<file path="config.mk">
export PLATFORM = sky130hd
export DESIGN_NAME = multi_queue_ring_fifo
export DESIGN_NICKNAME = d
export VERILOG_FILES = /design/src/hdl/mqrf_pkg.sv /design/src/hdl/mqrf_ram.sv /design/src/hdl/mqrf_ctrl.sv /design/src/hdl/mqrf_datapath.sv /design/src/hdl/multi_queue_ring_fifo.sv
export SDC_FILE = /design/constraint.sdc
export NUM_CORES = 2
export LEC_CHECK = 0
export BUFFER_PORTS_ARGS = -buffer_cell sky130_fd_sc_hd__buf_2
export CAP_MARGIN = 20
export CORE_UTILIZATION = 45
export CTS_CLUSTER_SIZE = 8
export DETAILED_ROUTE_END_ITERATION = 6
export GPL_TIMING_DRIVEN = 0
export PLACE_DENSITY = 0.6
export SLEW_MARGIN = 10
export SYNTH_ARGS = -nofsm -noshare
export SYNTH_HDL_FRONTEND = slang
export SYNTH_HIERARCHICAL = 1
export SYNTH_SLANG_ARGS = --single-unit
</file>
<file path="constraint.sdc">
create_clock -name clock -period 8.5 [get_ports clock]
set_input_delay 1.7 -clock clock [delete_from_list [all_inputs] [get_ports clock]]
set_output_delay 1.7 -clock clock [all_outputs]
set_load 0.005 [all_outputs]
</file>
<file path="src/hdl/mqrf_pkg.sv">
`default_nettype none

package mqrf_pkg;

   // Operation codes carried in the mode field.
   localparam logic [1:0] MODE_INIT  = 2'd0;
   localparam logic [1:0] MODE_READ  = 2'd1;
   localparam logic [1:0] MODE_WRITE = 2'd2;

   // Result status codes.
   localparam logic [1:0] ST_OK     = 2'd0;
   localparam logic [1:0] ST_BOUNDS = 2'd1;
   localparam logic [1:0] ST_EMPTY  = 2'd2;
   localparam logic [1:0] ST_FULL   = 2'd3;

   localparam int MODE_W   = 2;
   localparam int INDEX_W  = 4;
   localparam int WORD_W   = 32;
   localparam int STATUS_W = 2;
   localparam int FILL_W   = 5;

   localparam int REQ_DATA_W = 40;
   localparam int RSP_DATA_W = 40;

   // Commands from the sequencer to the datapath.
   typedef struct packed {
      logic capture;
      logic execute;
      logic load;
   } cmd_type;

   // Status from the datapath back to the sequencer.
   typedef struct packed {
      logic read_hit;
   } stat_type;

endpackage

`default_nettype wire

</file>
<file path="src/hdl/mqrf_ram.sv">
`default_nettype none

module mqrf_ram #(
   parameter int WIDTH = 32,
   parameter int DEPTH = 64
) (
   input  wire logic                     clock,
   input  wire logic                     wr_en,
   input  wire logic [$clog2(DEPTH)-1:0] wr_addr,
   input  wire logic [WIDTH-1:0]         wr_data,
   input  wire logic                     rd_en,
   input  wire logic [$clog2(DEPTH)-1:0] rd_addr,
   output logic      [WIDTH-1:0]         rd_data
);

   logic [WIDTH-1:0] mem_ff [DEPTH];
   logic [WIDTH-1:0] rd_data_ff;

   always_ff @(posedge clock) begin
      if (wr_en) begin
         mem_ff[wr_addr] <= wr_data;
      end
      if (rd_en) begin
         rd_data_ff <= mem_ff[rd_addr];
      end
   end

   assign rd_data = rd_data_ff;

endmodule

`default_nettype wire

</file>
<file path="src/hdl/mqrf_ctrl.sv">
`default_nettype none

module mqrf_ctrl
   import mqrf_pkg::*;
(
   input  wire logic     clock,
   input  wire logic     reset,
   input  wire logic     req_tvalid,
   output logic          req_tready,
   output logic          rsp_tvalid,
   input  wire logic     rsp_tready,
   input  wire stat_type stat,
   output cmd_type       cmd
);

   localparam logic [1:0] S_IDLE = 2'd0;
   localparam logic [1:0] S_EXEC = 2'd1;
   localparam logic [1:0] S_LOAD = 2'd2;
   localparam logic [1:0] S_RESP = 2'd3;

   logic [1:0] state_ff;
   logic [1:0] state_in;

   always_comb begin
      state_in    = state_ff;
      cmd.capture = 1'b0;
      cmd.execute = 1'b0;
      cmd.load    = 1'b0;
      req_tready  = 1'b0;
      rsp_tvalid  = 1'b0;
      case (state_ff)
         S_IDLE: begin
            req_tready  = 1'b1;
            cmd.capture = req_tvalid;
            if (req_tvalid) begin
               state_in = S_EXEC;
            end
         end
         S_EXEC: begin
            cmd.execute = 1'b1;
            // A successful pop passes through the load state to pick up the RAM output.
            state_in = stat.read_hit ? S_LOAD : S_RESP;
         end
         S_LOAD: begin
            cmd.load = 1'b1;
            state_in = S_RESP;
         end
         S_RESP: begin
            rsp_tvalid = 1'b1;
            if (rsp_tready) begin
               state_in = S_IDLE;
            end
         end
         default: begin
            state_in = S_IDLE;
         end
      endcase
   end

   always_ff @(posedge clock) begin
      if (reset) begin
         state_ff <= S_IDLE;
      end else begin
         state_ff <= state_in;
      end
   end

endmodule

`default_nettype wire

</file>
<file path="src/hdl/mqrf_datapath.sv">
`default_nettype none

module mqrf_datapath
   import mqrf_pkg::*;
#(
   parameter int QUEUE_COUNT = 4,
   parameter int QUEUE_DEPTH = 16
) (
   input  wire logic                clock,
   input  wire logic                reset,
   input  wire cmd_type             cmd,
   output stat_type                 stat,
   input  wire logic [MODE_W-1:0]   mode,
   input  wire logic [INDEX_W-1:0]  queue_index,
   input  wire logic [WORD_W-1:0]   write_word,
   output logic      [STATUS_W-1:0] status,
   output logic      [WORD_W-1:0]   read_word,
   output logic      [FILL_W-1:0]   fill_level
);

   localparam int QW = (QUEUE_COUNT > 1) ? $clog2(QUEUE_COUNT) : 1;
   localparam int PW = $clog2(QUEUE_DEPTH);
   localparam int CW = $clog2(QUEUE_DEPTH + 1);
   localparam int AW = $clog2(QUEUE_COUNT * QUEUE_DEPTH);

   logic [MODE_W-1:0]   mode_ff;
   logic [INDEX_W-1:0]  index_ff;
   logic [WORD_W-1:0]   wword_ff;

   logic [PW-1:0]       rd_ptr_ff [QUEUE_COUNT];
   logic [PW-1:0]       wr_ptr_ff [QUEUE_COUNT];
   logic [CW-1:0]       count_ff  [QUEUE_COUNT];

   logic [STATUS_W-1:0] status_ff, status_in;
   logic [WORD_W-1:0]   word_ff;
   logic [FILL_W-1:0]   fill_ff, fill_in;

   logic                out_of_range;
   logic [QW-1:0]       sel;
   logic [PW-1:0]       rd_ptr, wr_ptr;
   logic [CW-1:0]       count, count_in;
   logic                is_empty, is_full;
   logic                do_init, do_pop, do_push;
   logic [AW-1:0]       base, rd_addr, wr_addr;
   logic [WORD_W-1:0]   ram_rdata;
   logic [CW+FILL_W-1:0] fill_wide;

   function automatic logic [PW-1:0] next_slot(input logic [PW-1:0] p);
      next_slot = (p == PW'(QUEUE_DEPTH - 1)) ? '0 : p + 1'b1;
   endfunction

   always_ff @(posedge clock) begin
      if (cmd.capture) begin
         mode_ff  <= mode;
         index_ff <= queue_index;
         wword_ff <= write_word;
      end
   end

   assign out_of_range = ({1'b0, index_ff} >= (INDEX_W + 1)'(QUEUE_COUNT));
   assign sel          = index_ff[QW-1:0];
   assign rd_ptr       = rd_ptr_ff[sel];
   assign wr_ptr       = wr_ptr_ff[sel];
   assign count        = count_ff[sel];
   assign is_empty     = (count == '0);
   assign is_full      = (count >= CW'(QUEUE_DEPTH));

   assign do_init = !out_of_range && (mode_ff == MODE_INIT);
   assign do_pop  = !out_of_range && (mode_ff == MODE_READ) && !is_empty;
   assign do_push = !out_of_range && (mode_ff == MODE_WRITE) && !is_full;

   assign stat.read_hit = do_pop;

   // Each queue owns a contiguous slice of the word store.
   assign base    = AW'(sel) * AW'(QUEUE_DEPTH);
   assign rd_addr = base + AW'(rd_ptr);
   assign wr_addr = base + AW'(wr_ptr);

   mqrf_ram #(
      .WIDTH(WORD_W),
      .DEPTH(QUEUE_COUNT * QUEUE_DEPTH)
   ) u_store (
      .clock   (clock),
      .wr_en   (cmd.execute && do_push),
      .wr_addr (wr_addr),
      .wr_data (wword_ff),
      .rd_en   (cmd.execute && do_pop),
      .rd_addr (rd_addr),
      .rd_data (ram_rdata)
   );

   always_comb begin
      count_in  = count;
      status_in = ST_OK;
      if (do_init) begin
         count_in = '0;
      end else if (do_pop) begin
         count_in = count - 1'b1;
      end else if (do_push) begin
         count_in = count + 1'b1;
      end
      if (out_of_range) begin
         status_in = ST_BOUNDS;
      end else if (mode_ff == MODE_READ && is_empty) begin
         status_in = ST_EMPTY;
      end else if (mode_ff == MODE_WRITE && is_full) begin
         status_in = ST_FULL;
      end
      fill_wide = {{FILL_W{1'b0}}, count_in};
      fill_in   = out_of_range ? '0 : fill_wide[FILL_W-1:0];
   end

   always_ff @(posedge clock) begin
      if (reset) begin
         for (int i = 0; i < QUEUE_COUNT; i++) begin
            rd_ptr_ff[i] <= '0;
            wr_ptr_ff[i] <= '0;
            count_ff[i]  <= '0;
         end
      end else if (cmd.execute && !out_of_range) begin
         count_ff[sel] <= count_in;
         if (do_init) begin
            rd_ptr_ff[sel] <= '0;
            wr_ptr_ff[sel] <= '0;
         end else if (do_pop) begin
            rd_ptr_ff[sel] <= next_slot(rd_ptr);
         end else if (do_push) begin
            wr_ptr_ff[sel] <= next_slot(wr_ptr);
         end
      end
   end

   always_ff @(posedge clock) begin
      if (cmd.execute) begin
         status_ff <= status_in;
         fill_ff   <= fill_in;
         word_ff   <= '0;
      end else if (cmd.load) begin
         word_ff <= ram_rdata;
      end
   end

   assign status     = status_ff;
   assign read_word  = word_ff;
   assign fill_level = fill_ff;

endmodule

`default_nettype wire

</file>
<file path="src/hdl/multi_queue_ring_fifo.sv">
// Sequence: an item is accepted in the idle state, then the sequencer walks the execute state,
// a load state that registers the word-store output (successful reads only) and the response
// state, where the result is offered. A new item is taken only once the result has been taken,
// so a held result stalls input.
// Reset: synchronous, active high; every queue becomes empty and all pointers
// return to zero. The word store itself is not cleared.
`default_nettype none

module multi_queue_ring_fifo
   import mqrf_pkg::*;
#(
   parameter int QUEUE_COUNT = 4,
   parameter int QUEUE_DEPTH = 16
) (
   input  wire logic                  clock,
   input  wire logic                  reset,
   input  wire logic                  req_tvalid,
   output logic                       req_tready,
   // mode[1:0], queue_index[5:2], write_word[37:6], zero fill[39:38]
   input  wire logic [REQ_DATA_W-1:0] req_tdata,
   output logic                       rsp_tvalid,
   input  wire logic                  rsp_tready,
   // status[1:0], read_word[33:2], fill_level[38:34], zero fill[39]
   output logic      [RSP_DATA_W-1:0] rsp_tdata
);

   cmd_type             cmd;
   stat_type            stat;
   logic [STATUS_W-1:0] status;
   logic [WORD_W-1:0]   read_word;
   logic [FILL_W-1:0]   fill_level;

   mqrf_ctrl u_ctrl (
      .clock      (clock),
      .reset      (reset),
      .req_tvalid (req_tvalid),
      .req_tready (req_tready),
      .rsp_tvalid (rsp_tvalid),
      .rsp_tready (rsp_tready),
      .stat       (stat),
      .cmd        (cmd)
   );

   mqrf_datapath #(
      .QUEUE_COUNT(QUEUE_COUNT),
      .QUEUE_DEPTH(QUEUE_DEPTH)
   ) u_datapath (
      .clock       (clock),
      .reset       (reset),
      .cmd         (cmd),
      .stat        (stat),
      .mode        (req_tdata[1:0]),
      .queue_index (req_tdata[5:2]),
      .write_word  (req_tdata[37:6]),
      .status      (status),
      .read_word   (read_word),
      .fill_level  (fill_level)
   );

   assign rsp_tdata = {1'b0, fill_level, read_word, status};

endmodule

`default_nettype wire

</file>
# --- Yosys cells after proc, flatten, opt, wreduce, memory -nomap -nowiden ---
# Memory sizes are Yosys's and may differ from the RTL's. A register that Yosys moved wholly into a read port is not among the register bits.
# Cells that the tools add are included.
word_totals:
  latch_bits: 0
  romBits: 0
  ram_bits: 2100
  mem_count: 4
  regBits: 79
  elab_cells: 102
memory_table:
  columns: ["name", "depth", "word_bits", "rd", "rd_clocked_by_memory_dff", "wr", "line", "rtl"]
  rows:
  - ["u_datapath.u_store.mem_ff", 64, 32, 1, 1, 1, "mqrf_ram.sv:16", "logic [WIDTH-1:0] mem_ff [DEPTH];"]
  - ["u_datapath.count_ff", 4, 5, 1, 1, 4, "mqrf_datapath.sv:32", "logic [CW-1:0] count_ff [QUEUE_COUNT];"]
  - ["u_datapath.rd_ptr_ff", 4, 4, 1, 1, 4, "mqrf_datapath.sv:30", "logic [PW-1:0] rd_ptr_ff [QUEUE_COUNT];"]
  - ["u_datapath.wr_ptr_ff", 4, 4, 1, 1, 4, "mqrf_datapath.sv:31", "logic [PW-1:0] wr_ptr_ff [QUEUE_COUNT];"]
classes:
  n_eq_ne: 9
  n_addsub: 6
  n_bitwise: 2
  multipliers: 0
  mux: 52
  shifts: 0
  reduce_logical: 20
  div_mod_pow: 0
  n_lt_le_gt_ge: 2
op_table:
  columns: ["cell", "count"]
  rows:
  - ["1-bit two-way mux", 31]
  - ["4-bit two-way mux", 6]
  - ["2-bit two-way mux", 10]
  - ["5-bit two-way mux", 4]
  - ["6-bit by 4-bit adder with 6-bit output", 2]
  - ["1-bit logical AND", 10]
  - ["4-bit by 1-bit adder with 4-bit output, second input constant", 2]
  - ["4-bit == test, second input constant", 2]
  - ["2-bit case mux with 4 select lines", 1]
  - ["4-bit OR reduction", 2]
  - ["2-bit == test, second input constant", 3]
  - ["5-bit by 1-bit adder with 5-bit output, second input constant", 1]
  - ["5-bit greater-or-equal comparator, second input constant", 1]
  - ["5-bit logical NOT", 1]
  - ["5-bit OR reduction", 1]
  - ["5-bit by 1-bit subtractor with 5-bit output, second input constant", 1]
  - ["2-bit by 1-bit == test with 1-bit output, second input constant", 2]
  - ["4-bit by 3-bit greater-or-equal comparator with 1-bit output, second input constant", 1]
  - ["2-bit logical NOT", 2]
  - ["2-bit != test, second input constant", 2]
  - ["1-bit logical NOT", 3]
  - ["1-bit OR", 2]
  - ["2-bit AND reduction", 1]

# --- Depth between registers and ports, before layout ---
logic_depth:
  word_depth: 13
  depth_mapped: 12

# --- Hierarchy ---
# Netlist, hierarchy kept.
modules_own_cells:
  columns: ["module", "area_per_inst_um2", "cells_per_inst", "instances"]
  rows:
  - ["mqrf_ram", 78835.6, 3324, 1]
  - ["mqrf_datapath", 5529.1, 400, 1]
  - ["mqrf_ctrl", 166.4, 19, 1]
  - ["multi_queue_ring_fifo", 11.3, 2, 1]

# --- Worst setup path before layout ---
# Ideal clock, no wire load.
synth_timing:
  kind: "reg2reg"
  startpoint: "reg u_ctrl.state_ff[1]"
  endpoint: "mem u_datapath.u_store.mem_ff[48][0] (enable)"
  setup_ps: 461
  n_path_buf: 2
  setup_slack_ps: 3647
  synth_period_minus_slack_ps: 4853
  required_ps: 8039
  stages_incl_launch_ff: 10
  t_arrival_ps: 4392
  path_cell_list: "dfxtp_1 > inv_1 > ha_1 > clkbuf_1 > or3b_2 > clkbuf_1 > nor2_1 > nor2b_1 > nand4b_1 > nor3_1"
synth_lines:
  columns: ["element", "line", "rtl"]
  rows:
  - ["start: declaration", "mqrf_ctrl.sv:21", "logic [1:0] state_ff;"]
  - ["start signal: assignment", "mqrf_ctrl.sv:64", "state_ff <= state_in;"]
  - ["end: declaration", "mqrf_ram.sv:16", null]

==> results_dict.tcl <==
set metrics [dict create \
    worstPathArrival_ps 6830 \
    antenna_found_initial 6 \
    design.core.area_mm2 0.186 \
    seq_area_frac_synth_pct 78.2 \
    io_buffers 82 \
    drt_iter0_markers 6484 \
    leakage_nw 32.0 \
    wl_met3_um 28900 \
    grt_use_total_pct 27.5 \
    dp_cells 6519 \
    num_vias 44200 \
    antenna_left 0 \
    synth_largest_area_cell "edfxtp_1" \
    syn_to_final_growth_pct 20.2 \
    cap_violations 0 \
    ctsLongestPathBuffers 4 \
    post-dp-hpwl_um 176000 \
    grt_pass1_vias 43500 \
    yosysWarnings 6 \
    num_rows 158 \
    dieArea_mm2 0.190 \
    cts_tree "built" \
    ys_ff_latch 2213 \
    wl_met1_um 98900 \
    async_flop_share_pct 0 \
    postSynthCellCount 3745 \
    setup_viol 0 \
    crit_path_start_kind "register" \
    final-hold-violation-count 0 \
    grt_max_degree 35 \
    fin_cells 6949 \
    die_x_um 435 \
    regArea_mm2 0.0661 \
    grt_first_pass_wirelength_um 356000 \
    timing.fmax_mhz 160 \
    relSlewSlack_pct 18.9 \
    required_ps 9070 \
    yosysMostFrequentCell "edfxtp_1" \
    multi_input_area_mm2 0.0179 \
    timing.final.ws_setup_ps 2240 \
    post-cts-setup-buffers 0 \
    wl_met2_um 121000 \
    skew_ps 58.5 \
    status "completed" \
    numCtsBuffers 326 \
    wirelength_um 261000 \
    gp_congestion 0.833 \
    fillers 13700 \
    synth.cell_area_mm2 0.0845 \
    place_ws_ps 2310 \
    nets 4422 \
    rsz0062_at_grt "no" \
    layout_min_cycle_time_ps 6260 \
    die_h_um 435 \
    syn_avg_cell_area_um2 22.6 \
    pwr_density_cell_mw_per_mm2 314 \
    cts_root_buffer "clkbuf_16" \
    layout-drive-gt1-share_pct 30.7 \
    p_total_mw 31.9 \
    initial_core_util_pct 45.4 \
    synth_cell_types 67 \
    worstMarginPinSlew_ps 1220 \
    syn_nets 3797 \
    htreeDepth 5 \
    yosys-top-cells-count "edfxtp_1 (2177), mux4_2 (548), nor2_1 (200), mux2i_1 (130), clkbuf_1 (89)" \
    synthTopCellsByArea "edfxtp_1 (77%), mux4_2 (15%), mux2i_1 (1.5%)" \
    ys.flop_type "edfxtp_1" \
    netlist.area_leader.share_pct 77.3 \
    overflow 0 \
    hold_class "reg -> reg" \
    via_per_inst 6.36 \
    clk_pin_slew_worst_paths_ps 50 \
    drc 0 \
    wl_per_cell_um 37.5 \
    drv_slew 0 \
    top_layer_used "met5" \
    ctsHoldBuffers 0 \
    finalCritPeriodShare_pct 73.7 \
    dr.pass1.iters 5 \
    path_max_fanout 10 \
    cts_resized 0 \
    cp-end-kind "register" \
    ir_drop_uv 219 \
    synth_edf_count 2177 \
    cts.sinks 2213 \
    io_pins 86 \
    crit_type "reg -> reg" \
    clock_latency_ps 940 \
]
==> cell families after synthesis <==
group | synth area share, %
XOR/XNOR | 0.0207
AND/OR/NAND/NOR | 2.09
other | 0.00444
AO/OA/AOI/OAI | 1.89
buffers and inverters | 1.26
flip-flops | 78.2
adder cells (fa/ha/maj) | 0.118
multiplexers | 16.4
==> critical path, stage by stage, from the launching register on <==
cell	delay, ps
dfxtp_1	430
buf_1	570
mux4_1	390
buf_2	500
buf_2	450
buf_2	370
buf_1	890
nand3b_1	730
o221ai_1	470
a21oi_1	160
a21oi_1	620
nor2_1	300
==> through the flow <==
step                hold slack, ps  util, %  instance area [um2]  TNS (ps)
floorplan                      456        -                84500         0
global placement               464     47.3                88100   -118740
detailed placement             476     49.9                92800         0
CTS                            487     54.6               102000         0
global route                   507     54.6               102000         0
finish                         485     54.6               102000         0
==> power breakdown <==
group / switching (mW) / total [mW] / internal (mW) / leakage, nW
registers: 0.217 / 13.0 / 12.8 / 19.9
logic: 4.64 / 7.56 / 2.92 / 7.86
clock network: 4.33 / 11.3 / 7.00 / 4.24
total: 9.19 / 31.9 / 22.7 / 32.0
==> per-layer routing <==
layer  track usage [%]  vias up
li1                  -    17100
met1              37.9    23700
met2              42.1     2937
met3              6.53      513
met4              11.9        4
met5             0.479        -
==> final timing paths <==
check,slack [ps],cells after the start,startpoint,endpoint
setup / recovery,2240,11,register,u_datapath/u_store/rd_data[22]
hold / removal,480,2,u_datapath/u_store/rd_data[4],u_datapath/read_word[4]
setup reg to reg,2240,11,register,u_datapath/u_store/rd_data[22]
hold reg to reg,480,2,u_datapath/u_store/rd_data[4],u_datapath/read_word[4]
==> cells in the final DEF, fill, tap and decap left out, types with 9 or more instances in the layout <==
cell type / instances
buf_16: 46
a22oi_1: 13
buf_12: 116
o221ai_1: 27
nand3_1: 13
a311oi_1: 9
dfxtp_1: 36
nor2_4: 63
nand2b_1: 15
nor2_1: 137
nand2_1: 45
buf_6: 14
nand3b_1: 9
mux2i_1: 130
buf_2: 141
nor3_1: 26
clkbuf_16: 335
inv_1: 14
buf_4: 34
o22ai_1: 84
mux4_1: 9
edfxtp_1: 2177
nor2b_1: 20
buf_8: 39
clkbuf_1: 166
a21oi_1: 70
mux4_2: 548
buf_1: 24
==> final cells by class <==
cell class                      instances  area share, %
Tap cell                             2480           3.05
Multi-Input combinational cell       1309           17.6
Clock buffer                          417           8.55
Timing Repair Buffer                  297           4.64
Clock inverter                          5         0.0382
Antenna cell                            5         0.0123
Inverter                               16         0.0591
Buffer                                207          0.996
Sequential cell                      2213           65.1
==> flip-flops by register name (all words and copies together), names as in the netlist, named ones only <==
signal                      cells
u_datapath/u_store/rd_data     32
u_datapath/wword_ff            32
u_datapath/mode_ff              2
u_datapath/rd_ptr_ff           16
u_datapath/u_store/mem_ff    2048
u_datapath/index_ff             4
u_datapath/fill_level           5
u_ctrl/state_ff                 2
u_datapath/count_ff            20
u_datapath/status               2
u_datapath/read_word           32
u_datapath/wr_ptr_ff           16
Power figures use the tool's default switching activity.
